[config.mk]
export PLATFORM = sky130hd
export DESIGN_NAME = midi_event_decoder
export DESIGN_NICKNAME = d
export VERILOG_FILES = /design/src/med_pkg.sv /design/src/midi_event_decoder.sv
export SDC_FILE = /design/constraint.sdc
export NUM_CORES = 1
export LEC_CHECK = 0
export BUFFER_PORTS_ARGS = -buffer_cell sky130_fd_sc_hd__buf_2
export CAP_MARGIN = 20
export CELL_PAD_IN_SITES_DETAIL_PLACEMENT = 1
export CELL_PAD_IN_SITES_GLOBAL_PLACEMENT = 1
export CORE_ASPECT_RATIO = 1.2
export CORE_MARGIN = 3
export CORE_UTILIZATION = 50
export DETAILED_ROUTE_END_ITERATION = 16
export PLACE_DENSITY_LB_ADDON = 0.3
export SLEW_MARGIN = 5
export SYNTH_ARGS = -nofsm -noshare
export SYNTH_HDL_FRONTEND = slang
export SYNTH_SLANG_ARGS = --single-unit
[constraint.sdc]
create_clock -name clk -period 7.84 [get_ports clk]
set_clock_uncertainty 0.15 [all_clocks]
set_input_delay 0.392 -clock clk [delete_from_list [all_inputs] [get_ports clk]]
set_output_delay 0.392 -clock clk [all_outputs]
set_load 0.02 [all_outputs]
[src/med_pkg.sv]
// Shared types, codes and constant tables of the MIDI event decoder.
package med_pkg;

	// Number of FM channels served by the decoder and the channel map depth.
	localparam int FM_CHANNELS = 6;
	localparam int MAP_REGS    = 6;
	localparam int MAP_SEARCH  = (FM_CHANNELS < MAP_REGS) ? FM_CHANNELS : MAP_REGS;

	// Width of the packed result item on the output stream.
	localparam int RES_BITS   = 53;
	localparam int TDATA_BITS = ((RES_BITS + 7) / 8) * 8;

	// Configuration register indexes.
	localparam logic [2:0] REG_MAP_0      = 3'd0;
	localparam logic [2:0] REG_MAP_5      = 3'd5;
	localparam logic [2:0] REG_VOICE_MODE = 3'd6;

	// Parser phase.
	typedef enum logic [1:0] {
		PH_WAIT  = 2'd0,
		PH_DATA1 = 2'd1,
		PH_DATA2 = 2'd2
	} phase_t;

	// Event codes.
	typedef enum logic [3:0] {
		EV_NONE     = 4'd0,
		EV_PLAY     = 4'd1,
		EV_RELEASE  = 4'd2,
		EV_CHAN_PAR = 4'd3,
		EV_GLOB_PAR = 4'd4,
		EV_OP_PAR   = 4'd5,
		EV_BEND     = 4'd6,
		EV_ALL_OFF  = 4'd7,
		EV_CLOCK    = 4'd8,
		EV_START    = 4'd9,
		EV_BANK     = 4'd10
	} event_t;

	// Voice modes.
	localparam logic [1:0] VM_POLY   = 2'd0;
	localparam logic [1:0] VM_INDEP  = 2'd1;

	// MIDI status commands (upper nibble).
	localparam logic [3:0] CMD_NOTE_OFF = 4'h8;
	localparam logic [3:0] CMD_NOTE_ON  = 4'h9;
	localparam logic [3:0] CMD_CTRL     = 4'hB;
	localparam logic [3:0] CMD_PROGRAM  = 4'hC;
	localparam logic [3:0] CMD_BEND     = 4'hE;
	localparam logic [3:0] CMD_SYSTEM   = 4'hF;

	// Realtime bytes.
	localparam logic [7:0] RT_FIRST = 8'hF8;
	localparam logic [7:0] RT_CLOCK = 8'hF8;
	localparam logic [7:0] RT_START = 8'hFA;
	localparam logic [7:0] RT_STOP  = 8'hFC;

	// Controller numbers.
	localparam logic [6:0] CC_BANK      = 7'd0;
	localparam logic [6:0] CC_DATA      = 7'd6;
	localparam logic [6:0] CC_NRPN_LSB  = 7'd98;
	localparam logic [6:0] CC_NRPN_MSB  = 7'd99;
	localparam logic [6:0] CC_ALL_OFF   = 7'h7B;
	localparam logic [6:0] CC_RESET_ALL = 7'h79;

	// Highest clock tick count; the tick counter wraps to zero after it.
	localparam logic [4:0] TICK_MAX = 5'd24;

	// One result item.
	typedef struct packed {
		logic [4:0]  clock_count;
		logic [13:0] bend_value;
		logic [6:0]  param_value;
		logic [1:0]  operator_index;
		logic [3:0]  param_id;
		logic        resend_patch;
		logic [5:0]  flash_mask;
		logic [6:0]  note_number;
		logic [2:0]  fm_channel;
		logic [3:0]  event_res;
	} result_t;

	// Value mask of the channel parameters 0 to 4.
	function automatic logic [6:0] chan_mask(input logic [2:0] n);
		logic [6:0] m;
		case (n)
			3'd2, 3'd4: m = 7'd3;
			default:    m = 7'd7;
		endcase
		return m;
	endfunction

	// Right shift applied to each operator parameter value.
	function automatic logic [2:0] op_shift(input logic [3:0] pr);
		logic [2:0] s;
		case (pr)
			4'd2, 4'd3, 4'd4:       s = 3'd2;
			4'd5, 4'd6, 4'd8:       s = 3'd3;
			4'd7:                   s = 3'd5;
			4'd9:                   s = 3'd4;
			default:                s = 3'd0;
		endcase
		return s;
	endfunction

endpackage

[src/midi_event_decoder.sv]
// MIDI event decoder: turns a MIDI byte stream into FM synthesiser events.
//
// The decoder accepts one MIDI byte per item on the s_ side and returns exactly one event
// item per byte on the m_ side (event_res 0 when the byte completes nothing). A byte is
// registered in the input stage on acceptance, decoded there against the parser state and
// written to the output register, and a new byte is taken every cycle while the output
// register is free or being emptied; the only limit on rate is back-pressure from m_tready.
// Channel status bytes are matched against the six channel map registers (lowest FM
// channel wins), realtime bytes are handled at once without disturbing a pending message,
// and there is no running status. Configuration writes are always ready and take effect
// at once; they are meant to be made while the decoder is idle.
module midi_event_decoder (
	input  logic                             clk,
	input  logic                             arst_n,
	// Input stream. s_tdata: midi_byte [7:0].
	input  logic                             s_tvalid,
	output logic                             s_tready,
	input  logic [7:0]                       s_tdata,
	// Output stream. m_tdata: event_res [3:0], fm_channel [6:4], note_number [13:7],
	// flash_mask [19:14], resend_patch [20], param_id [24:21], operator_index [26:25],
	// param_value [33:27], bend_value [47:34], clock_count [52:48], zeros above.
	output logic                             m_tvalid,
	input  logic                             m_tready,
	output logic [med_pkg::TDATA_BITS-1:0]   m_tdata,
	// Configuration write channel.
	input  logic                             cfg_valid,
	output logic                             cfg_ready,
	input  logic [2:0]                       cfg_index,
	input  logic [3:0]                       cfg_data
);

	// Configuration registers.
	logic [3:0] chan_map_q [med_pkg::MAP_REGS];
	logic [1:0] voice_mode_q;

	// Parser state.
	med_pkg::phase_t phase_q, phase_d;
	logic [3:0] pend_cmd_q, pend_cmd_d;
	logic [3:0] pend_midi_q, pend_midi_d;
	logic [2:0] pend_fm_q, pend_fm_d;
	logic [6:0] first_q, first_d;
	logic [2:0] rotate_q, rotate_d;
	logic [6:0] nrpn_low_q, nrpn_low_d;
	logic [6:0] nrpn_high_q, nrpn_high_d;
	logic [2:0] unison_q, unison_d;
	logic [4:0] tick_q, tick_d;

	// Input stage and output register.
	logic       valid_s1;
	logic [7:0] byte_s1;
	logic       out_valid_q;
	med_pkg::result_t res_q, res_d;
	logic       advance;

	// Handshakes: the input stage moves on whenever the output register can take a result.
	assign advance   = valid_s1 && (!out_valid_q || m_tready);
	assign s_tready  = !valid_s1 || advance;
	assign m_tvalid  = out_valid_q;
	assign m_tdata   = {{(med_pkg::TDATA_BITS - med_pkg::RES_BITS){1'b0}}, res_q};
	assign cfg_ready = 1'b1;

	// Configuration writes; indexes past the voice mode are dropped.
	always_ff @(posedge clk or negedge arst_n) begin
		if (!arst_n) begin
			for (int i = 0; i < med_pkg::MAP_REGS; i++) begin
				chan_map_q[i] <= 4'(i);
			end
			voice_mode_q <= med_pkg::VM_INDEP;
		end else if (cfg_valid) begin
			if (cfg_index <= med_pkg::REG_MAP_5) begin
				chan_map_q[cfg_index - med_pkg::REG_MAP_0] <= cfg_data;
			end else if (cfg_index == med_pkg::REG_VOICE_MODE) begin
				voice_mode_q <= cfg_data[1:0];
			end
		end
	end

	// Decode of the byte in the input stage.
	always_comb begin
		logic [3:0] cmd;
		logic [3:0] ch;
		logic       found;
		logic [2:0] found_ch;
		logic       master;
		logic [6:0] val;
		logic [3:0] slot;
		logic [3:0] next_slot;
		logic [6:0] nm;
		logic [1:0] op;
		logic [3:0] pr;

		phase_d     = phase_q;
		pend_cmd_d  = pend_cmd_q;
		pend_midi_d = pend_midi_q;
		pend_fm_d   = pend_fm_q;
		first_d     = first_q;
		rotate_d    = rotate_q;
		nrpn_low_d  = nrpn_low_q;
		nrpn_high_d = nrpn_high_q;
		unison_d    = unison_q;
		tick_d      = tick_q;
		res_d       = '0;

		cmd    = byte_s1[7:4];
		ch     = byte_s1[3:0];
		val    = byte_s1[6:0];
		master = (pend_midi_q == chan_map_q[0]);

		// Lowest FM channel whose map entry matches the status channel.
		found    = 1'b0;
		found_ch = '0;
		for (int c = med_pkg::MAP_SEARCH - 1; c >= 0; c--) begin
			if (chan_map_q[c] == ch) begin
				found    = 1'b1;
				found_ch = 3'(c);
			end
		end

		// Poly slot rotation.
		slot      = ({1'b0, rotate_q} >= 4'(med_pkg::FM_CHANNELS)) ? 4'd0 : {1'b0, rotate_q};
		next_slot = slot + 4'd1;
		if (next_slot >= 4'(med_pkg::FM_CHANNELS)) begin
			next_slot = 4'd0;
		end

		// Operator parameter number split into operator and parameter.
		nm = nrpn_low_q - 7'd10;
		if (nrpn_low_q < 7'd20) begin
			op = 2'd0;
			pr = 4'(nm);
		end else if (nrpn_low_q < 7'd30) begin
			op = 2'd1;
			pr = 4'(nm - 7'd10);
		end else if (nrpn_low_q < 7'd40) begin
			op = 2'd2;
			pr = 4'(nm - 7'd20);
		end else begin
			op = 2'd3;
			pr = 4'(nm - 7'd30);
		end

		if (byte_s1[7]) begin
			if (byte_s1 >= med_pkg::RT_FIRST) begin
				// Realtime bytes leave any pending message alone.
				if (byte_s1 == med_pkg::RT_CLOCK) begin
					tick_d          = (tick_q < med_pkg::TICK_MAX) ? tick_q + 5'd1 : 5'd0;
					res_d.event_res = med_pkg::EV_CLOCK;
				end else if (byte_s1 == med_pkg::RT_START) begin
					tick_d          = '0;
					res_d.event_res = med_pkg::EV_START;
				end else if (byte_s1 == med_pkg::RT_STOP) begin
					res_d.event_res = med_pkg::EV_ALL_OFF;
				end
			end else begin
				// Any other status byte starts over.
				phase_d = med_pkg::PH_WAIT;
				if (cmd != med_pkg::CMD_SYSTEM && found &&
						(cmd == med_pkg::CMD_NOTE_OFF || cmd == med_pkg::CMD_NOTE_ON ||
						 cmd == med_pkg::CMD_CTRL || cmd == med_pkg::CMD_PROGRAM ||
						 cmd == med_pkg::CMD_BEND)) begin
					pend_cmd_d  = cmd;
					pend_midi_d = ch;
					pend_fm_d   = found_ch;
					phase_d     = med_pkg::PH_DATA1;
				end
			end
		end else begin
			unique case (phase_q)
				med_pkg::PH_DATA1: begin
					if (pend_cmd_q == med_pkg::CMD_PROGRAM) begin
						phase_d = med_pkg::PH_WAIT;
					end else begin
						first_d = val;
						phase_d = med_pkg::PH_DATA2;
					end
				end
				med_pkg::PH_DATA2: begin
					phase_d = med_pkg::PH_WAIT;
					case (pend_cmd_q)
						med_pkg::CMD_NOTE_ON: begin
							if (voice_mode_q == med_pkg::VM_POLY) begin
								if (master) begin
									rotate_d          = next_slot[2:0];
									res_d.event_res   = med_pkg::EV_PLAY;
									res_d.fm_channel  = slot[2:0];
									res_d.note_number = first_q;
									for (int i = 0; i < 6; i++) begin
										res_d.flash_mask[i] = (slot == 4'(i));
									end
								end
							end else if (voice_mode_q == med_pkg::VM_INDEP) begin
								res_d.event_res   = med_pkg::EV_PLAY;
								res_d.fm_channel  = pend_fm_q;
								res_d.note_number = first_q;
								for (int i = 0; i < 6; i++) begin
									res_d.flash_mask[i] = (pend_fm_q == 3'(i));
								end
							end else if (master) begin
								res_d.event_res   = med_pkg::EV_PLAY;
								res_d.note_number = first_q;
								for (int i = 0; i < 6; i++) begin
									res_d.flash_mask[i] = (4'(i) < {1'b0, unison_q} + 4'd2);
								end
							end
						end
						med_pkg::CMD_NOTE_OFF: begin
							if (voice_mode_q == med_pkg::VM_INDEP) begin
								res_d.event_res   = med_pkg::EV_RELEASE;
								res_d.fm_channel  = pend_fm_q;
								res_d.note_number = first_q;
							end else if (master) begin
								res_d.event_res   = med_pkg::EV_RELEASE;
								res_d.fm_channel  = (voice_mode_q == med_pkg::VM_POLY) ?
									3'd6 : 3'd0;
								res_d.note_number = first_q;
							end
						end
						med_pkg::CMD_CTRL: begin
							res_d.fm_channel   = pend_fm_q;
							res_d.resend_patch = 1'b1;
							if (first_q == med_pkg::CC_BANK && val <= 7'd3) begin
								res_d.event_res   = med_pkg::EV_BANK;
								res_d.param_value = val;
							end
							if (first_q == med_pkg::CC_NRPN_LSB) begin
								nrpn_low_d = val;
							end
							if (first_q == med_pkg::CC_NRPN_MSB) begin
								nrpn_high_d = val;
							end
							if (first_q == med_pkg::CC_DATA && nrpn_high_q == 7'd0) begin
								// Parameter write selected by the NRPN number.
								if (nrpn_low_q <= 7'd4) begin
									res_d.event_res   = med_pkg::EV_CHAN_PAR;
									res_d.param_id    = nrpn_low_q[3:0];
									res_d.param_value = val & med_pkg::chan_mask(nrpn_low_q[2:0]);
								end else if (nrpn_low_q == 7'd5) begin
									res_d.event_res   = med_pkg::EV_GLOB_PAR;
									res_d.param_id    = 4'd5;
									res_d.param_value = val & 7'd7;
								end else if (nrpn_low_q == 7'd6) begin
									res_d.event_res   = med_pkg::EV_GLOB_PAR;
									res_d.param_id    = 4'd6;
									res_d.param_value = val & 7'd1;
								end else if (nrpn_low_q == 7'd7) begin
									res_d.event_res   = med_pkg::EV_GLOB_PAR;
									res_d.param_id    = 4'd7;
									res_d.param_value = val >> 1;
								end else if (nrpn_low_q == 7'd8) begin
									if (val <= 7'd4) begin
										unison_d          = val[2:0];
										res_d.event_res   = med_pkg::EV_GLOB_PAR;
										res_d.param_id    = 4'd8;
										res_d.param_value = val;
									end
								end else if (nrpn_low_q >= 7'd10 && nrpn_low_q < 7'd50) begin
									res_d.event_res      = med_pkg::EV_OP_PAR;
									res_d.param_id       = pr;
									res_d.operator_index = op;
									res_d.param_value    = (pr == 4'd1) ? (val & 7'd1) :
										(val >> med_pkg::op_shift(pr));
								end
							end else if (first_q == med_pkg::CC_ALL_OFF) begin
								res_d.event_res = med_pkg::EV_ALL_OFF;
							end else if (first_q == med_pkg::CC_RESET_ALL) begin
								tick_d = '0;
							end
						end
						med_pkg::CMD_BEND: begin
							// Fourteen-bit bend with the centre moved to zero.
							res_d.event_res  = med_pkg::EV_BEND;
							res_d.fm_channel = pend_fm_q;
							res_d.bend_value = {~val[6], val[5:0], first_q};
						end
						default: begin
						end
					endcase
				end
				default: begin
					phase_d = med_pkg::PH_WAIT;
				end
			endcase
		end

		res_d.clock_count = tick_d;
	end

	// Input stage register.
	always_ff @(posedge clk or negedge arst_n) begin
		if (!arst_n) begin
			valid_s1 <= 1'b0;
		end else if (s_tvalid && s_tready) begin
			valid_s1 <= 1'b1;
		end else if (advance) begin
			valid_s1 <= 1'b0;
		end
	end

	always_ff @(posedge clk) begin
		if (s_tvalid && s_tready) begin
			byte_s1 <= s_tdata;
		end
	end

	// Parser state and output valid.
	always_ff @(posedge clk or negedge arst_n) begin
		if (!arst_n) begin
			phase_q     <= med_pkg::PH_WAIT;
			pend_cmd_q  <= '0;
			pend_midi_q <= '0;
			pend_fm_q   <= '0;
			first_q     <= '0;
			rotate_q    <= '0;
			nrpn_low_q  <= '0;
			nrpn_high_q <= 7'd1;
			unison_q    <= '0;
			tick_q      <= '0;
			out_valid_q <= 1'b0;
		end else begin
			if (advance) begin
				phase_q     <= phase_d;
				pend_cmd_q  <= pend_cmd_d;
				pend_midi_q <= pend_midi_d;
				pend_fm_q   <= pend_fm_d;
				first_q     <= first_d;
				rotate_q    <= rotate_d;
				nrpn_low_q  <= nrpn_low_d;
				nrpn_high_q <= nrpn_high_d;
				unison_q    <= unison_d;
				tick_q      <= tick_d;
				out_valid_q <= 1'b1;
			end else if (m_tready) begin
				out_valid_q <= 1'b0;
			end
		end
	end

	// Result register.
	always_ff @(posedge clk) begin
		if (advance) begin
			res_q <= res_d;
		end
	end

	// A decoded item always lands in the output register.
	a_advance_fills: assert property (@(posedge clk) disable iff (!arst_n)
		advance |=> out_valid_q)
		else $error("decoded item did not reach the output register");

	// Realtime bytes leave the parser phase untouched.
	a_realtime_keeps_phase: assert property (@(posedge clk) disable iff (!arst_n)
		(advance && byte_s1 >= med_pkg::RT_FIRST) |=> phase_q == $past(phase_q))
		else $error("realtime byte changed the parser phase");

	// The clock tick counter stays within one beat.
	a_tick_range: assert property (@(posedge clk) disable iff (!arst_n)
		tick_q <= med_pkg::TICK_MAX)
		else $error("tick count out of range");

	// Only play events carry a flash mask.
	a_flash_on_play: assert property (@(posedge clk) disable iff (!arst_n)
		(out_valid_q && res_q.event_res != med_pkg::EV_PLAY) |-> res_q.flash_mask == '0)
		else $error("flash mask set on a non-play event");

endmodule

Yosys cells after proc, flatten, opt, wreduce, memory -nomap -nowiden
Memory sizes are Yosys's and may differ from the RTL's.
Cells that the tools add are included.

word-level totals
  register bits after elaboration = 134
  memory bits (read-only) = 48
  input port bits = 20
  memories kept = 1

memory list
  name              depth  width  rd ports  clocked after Yosys merged registers in  write ports  RTL line       RTL
  (name not given)  16     3      1         0                                        0            med_pkg.sv:96  case (pr)

operators by class
  $add $sub $neg = 7
  $lt $le $gt $ge = 21
  equality and inequality tests = 48
  shift operators = 1
  mux-type cells = 108
  bitwise gates (word level) = 17
  reduce and logical (&&, ||, !) cells = 40

operator list
  cell                  count
  $mux W4               25
  $mux W7               13
  $mux W3               22
  $mux W13              4
  $mux W5               10
  $eq A4 B4 Y1 const B  10
  $mux W20              2
  $eq A4 B4 Y1          7
  $eq A7 B3 Y1 const B  4
  $eq A7 B7 Y1 const B  4
  $mux W14              2
  $pmux W7 S4           1
  $bwmux W24            1
  $eq A8 B8 Y1 const B  3
  $mux W2               11
  $eq A3 B3 Y1 const B  6
  $eq A3 B2 Y1 const B  5
  $mux W1               15
  $not A1 Y1            15
  $le A7 B3 Y1 const B  2
  $logic_not A7 Y1      2
  $lt A7 B5 Y1 const B  2
  $lt A7 B6 Y1 const B  2
  $pmux W7 S2           1
  46 further kinds      73

Depth between registers and ports, before layout
An unclocked memory read counts as a cell.

  depth in word-level cells = 25
  mapped depth = 12

Worst setup path before layout
Ideal clock, no wire load.

  path kind = register -> register
  start = register nrpn_low_q[1]
  end = register res_q (netlist bit m_tdata[28]) (data pin)
  setup time = 0.190 ns
  data arrival time = 2.449 ns
  data required time = 7.500 ns
  path slack = 5.051 ns
  cell stages (with the launch flop) = 12
  clock period less this slack = 2.789 ns
  cell sequence = dfrtp_1 > ha_1 > a311oi_4 > nor2_2 > o21ai_2 > xnor2_1 > buf_6 > nor2_1 > a221oi_1 > o21ai_1 > nand3b_1 > a2111oi_2

between the ends
  longest elaborated chain between the ends = 25
  elaborated cells between the ends (all ways) = 39
  those cells by class = 4 x add/sub; 6 x order compare; 5 x eq/ne; 1 x shift; 21 x mux; 1 x reduce/logical; 1 x memory

ends and longest elaborated chain
  what                                            RTL line                                              RTL
  from (decl)                                     midi_event_decoder.sv:43                              logic [6:0] nrpn_low_q, nrpn_low_d;
  from (signal assigned)                          midi_event_decoder.sv:327                             nrpn_low_q <= nrpn_low_d;
  $sub A4 B4 Y4                                   midi_event_decoder.sv:127                             nm = nrpn_low_q - 7'd10;
  $sub A4 B4 Y4 or $sub A4 B3 Y4 (tied branches)  midi_event_decoder.sv:139, midi_event_decoder.sv:136
  $mux W4                                         midi_event_decoder.sv:134                             end else if (nrpn_low_q < 7'd40) begin
  $mux W4                                         midi_event_decoder.sv:131                             end else if (nrpn_low_q < 7'd30) begin
  $mux W4                                         midi_event_decoder.sv:128                             if (nrpn_low_q < 7'd20) begin
  $mem_v2 Z16 W3                                  -
  $mux W3                                         midi_event_decoder.sv:256                             end else if (nrpn_low_q >= 7'd10 && nrpn_low_q < 7'd50) begin
  $mux W3                                         midi_event_decoder.sv:249                             end else if (nrpn_low_q == 7'd8) begin
  (+9 left out)                                   -
  $mux W7                                         midi_event_decoder.sv:260                             res_d.param_value = (pr == 4'd1) ? (val & 7'd1) :
  $mux W13                                        midi_event_decoder.sv:256
  $mux W7                                         midi_event_decoder.sv:249
  $mux W7                                         midi_event_decoder.sv:245                             end else if (nrpn_low_q == 7'd7) begin
  $mux W7                                         midi_event_decoder.sv:241                             end else if (nrpn_low_q == 7'd6) begin
  $mux W7                                         midi_event_decoder.sv:237                             end else if (nrpn_low_q == 7'd5) begin
  $mux W7 *                                       midi_event_decoder.sv:233                             if (nrpn_low_q <= 7'd4) begin
  $mux W13 *                                      midi_event_decoder.sv:231                             if (first_q == med_pkg::CC_DATA && nrpn_high_q == 7'd0) begin
  to (signal assigned)                            midi_event_decoder.sv:341                             res_q <= res_d;
  to (decl)                                       midi_event_decoder.sv:52                              med_pkg::result_t res_q, res_d;

Mark *: on every way between the ends. The rest lies on a longest branch, timed or not. The select of a mux whose other input is x is not followed.
A chain may end at the register's enable or synchronous reset.

Worst setup path after layout
  start = register nrpn_low_q[1]
  end = register res_q (netlist bit m_tdata[31]) (data pin)

The elaborated chain is that of the path after synthesis.

==> out/qor.txt <==
Status: finished, final reports clean
CTS tree: built
Largest cells by area after synthesis: edfxtp_1, dfrtp_1, mux2_2
Wirelength per Cell: 20.7 um
Slew @ Worst Pin: 1.03 ns
Adder-cell share of the synthesized area: 0.0240
Hold Path Stages: 2
Post-Syn Instances: 696
Cells after DPL: 907
Syn Area/Cell: 10.5 um^2
Max-cap violations: 0
Initial core utilization: 0.520
Worst r2r src: nrpn_low_q[1]$_DFFE_PN0P_
Post-Synth Simple-Gate Area: 0.180
Core area: 14,100 um^2
Global-route wire length before repair: 31,600 um
Area of the multi-input gates: 3340 um^2
H-tree levels: 4
Register area: 3670 um^2
Clock-pin slew of the registers on the worst-case setup and hold paths: 0.05 ns
Critical path arrival: 3.82 ns
Pwr/cell area: 251 nW/um^2
Antenna violations before repair: 0
CP max FO: 20
Synth Warn #: 0
Synth area leader: edfxtp_1
Hold Vio Cnt, Final: 0
Post-CTS Setup Inserts: 0
Sequential-to-total area share from yosys stat: 0.502
Final min period: 3.73 ns
Grt ovf: 0
Asr flop ratio synth: 0.545
Worst VDD drop: 0.166 mV
Ports: 79
Top cell type's share of synthesized area: 0.250
CTS Sinks: 134
HP Class: in -> reg
Max Transition Viols Final: 0
TritonCTS buffer count: 17
Met3 usage in global routing: 0.0481
Post-Synth XOR/XNOR Area: 0.0477
RD Place Congestion: 0.900
#FFs+latches synth: 134
Port bufs: 74
Antenna Cells: 0
Max Buffers Root-to-Sink: 2
Drt drc: 0
Worst skew pair latency: 0.42 ns
Kind of start point of the critical path: flip-flop
Final #Nets: 798
Post-synth EDFFs: 61
GR Util All Layers: 0.251
Leak: 3.45 nW
FP Rows: 47
Setup TNS Final: 0 ns
Final wirelength: 19,600 um
Final core utilization: 0.596
GR peak layer: met2
Die outline width: 116 um
Post-DP HPWL: 13,200 um
Antenna-violating nets left: 0
Global routing met1 resource utilization: 0.309
Layout cell share with drive strength beyond 1: 0.248
Post-synthesis compound-gate area fraction: 0.117
Setup CP Type: reg -> reg
Worst reg-to-reg path cell count: 11
Vias in the first global route: 6,044
Mapped Area: 7310 um^2
Root Driver: clkbuf_16
FMAX: 268 MHz
Post-synth top flop: dfrtp_1
Die area: 16,100 um^2
Most frequent cells in the layout: buf_2, nand2_1, dfrtp_1
Largest family of logic cells by synthesized area: simple AND/OR/NAND/NOR gates
CP startpoint: nrpn_low_q[1]$_DFFE_PN0P_
Setup slack, reg-to-reg: 4.11 ns
Vias: 5,741
Crit share post-route: 0.475
Area growth, synth to finish: 14.5%
Rel. slew slack: 0.307
Dpl ws: 4.19 ns
Detailed router's first-iteration violation count: 291
Largest net degree at the start of global routing: 74
Commonest non-fill, non-tap cell in the layout: buf_2
RSZ-0062 raised after global routing: false
FF-to-FF End: m_tdata[31]$_SDFFCE_PP0P_
Crit end category: flip-flop
WP data required: 7.93 ns
Final Setup Violations: 0
DIE HEIGHT: 138 um
Final setup margin: 4.11 ns
Mux cell area share after synthesis: 0.0861
FILL cells: 1,544
Worst Setup EP: m_tdata[31]$_SDFFCE_PP0P_
GRT met2 Usage: 0.437
Distinct cells, synth: 72
Drt via density: 6.06
Final instance count without filler cells: 948
Pre-antenna DRT Iters: 4
synth_stat cells, types with 9 or more instances:
cell      instances
dfrtp_1          64
xor2_1           15
nand3_1          18
edfxtp_1         61
and2_1           23
dfstp_2           9
nor4_1           13
nand2_1          67
a21oi_1          33
nor3_1           19
inv_1            23
xnor2_1          23
nand2b_1         13
a31oi_1          10
ha_1             14
mux2_2           55
clkbuf_1         21
nor2_1           48
o21ai_0          32
stage by stage:
stage | power (mW) | cell area, um^2 | hold slack [ns]
floorplan | 1.21 | 7320 | -0.0536
global placement | 1.30 | 7730 | 0.317
detailed placement | 1.34 | 7730 | 0.331
CTS | 2.11 | 8370 | 0.0187
global route | 2.20 | 8370 | 0.0387
finish | 2.10 | 8370 | 0.0262
worst min-delay path by stage:
stage,from,end,slack (ns)
after CTS,s_tvalid,valid_s1$_DFFE_PN0P_,0.02
after global placement,rotate_q[0]$_DFFE_PN0P_,rotate_q[0]$_DFFE_PN0P_,0.32
after floorplan,arst_n,chan_map_q[10]$_DFFE_PN0P_,-0.05
final,s_tvalid,valid_s1$_DFFE_PN0P_,0.03
after detailed placement,rotate_q[0]$_DFFE_PN0P_,rotate_q[0]$_DFFE_PN0P_,0.33
after global routing,s_tvalid,valid_s1$_DFFE_PN0P_,0.04
kinds of logic after synthesis:
| logic type | Yosys count |
|---|---|
| flip-flops | 134 |
| XOR/XNOR | 39 |
| other | 2 |
| buffers and inverters | 66 |
| adder cells (fa/ha/maj) | 14 |
| multiplexers | 56 |
| AND/OR/NAND/NOR | 256 |
| AO/OA/AOI/OAI | 129 |
flip-flops by register name, indices dropped and copies added (netlist names), 3 cells and up:
register / count
rotate_q: 3
nrpn_low_q: 7
nrpn_high_q: 7
chan_map_q: 24
first_q: 7
byte_s1: 8
m_tdata: 53
pend_midi_q: 4
pend_fm_q: 3
unison_q: 3
tick_q: 5
pend_cmd_q: 4
per-layer routing:
metal  part of all wire  up-vias
li1                   -     2650
met1               0.41     2903
met2               0.53      159
met3              0.041       29
met4              0.019        0
met5                  0        -
worst max-delay path, cell delays in order, from the launching register on:
cell and delay, ns:
dfrtp_1 0.69, inv_1 0.27, ha_1 0.38, inv_1 0.07, o32ai_1 0.32, a32o_1 0.18
a21o_1 0.52, nor3_2 0.17, o21a_1 0.26, nor2_1 0.16, o21ai_0 0.12, a211oi_1 0.26
report_power, final:
group,internal [mW],switching (mW)
combinational,0.163,0.206
sequential,0.847,0.120
clock,0.462,0.301
total,1.47,0.627
layout make-up:
class,instances,share of cell area
repair buffers,88,0.0589
clock buffers,17,0.0508
clock inverters,15,0.0164
multi-input cells,498,0.399
well taps,171,0.0255
flip-flops and latches,134,0.438
inverters,25,0.0112
repair_timing:
item                                   CTS  global route
hold buffers                             8             0
resized for setup                        0             0
endpoints found under the hold margin    8             0
Note: power is estimated with default switching activity, not from simulation.
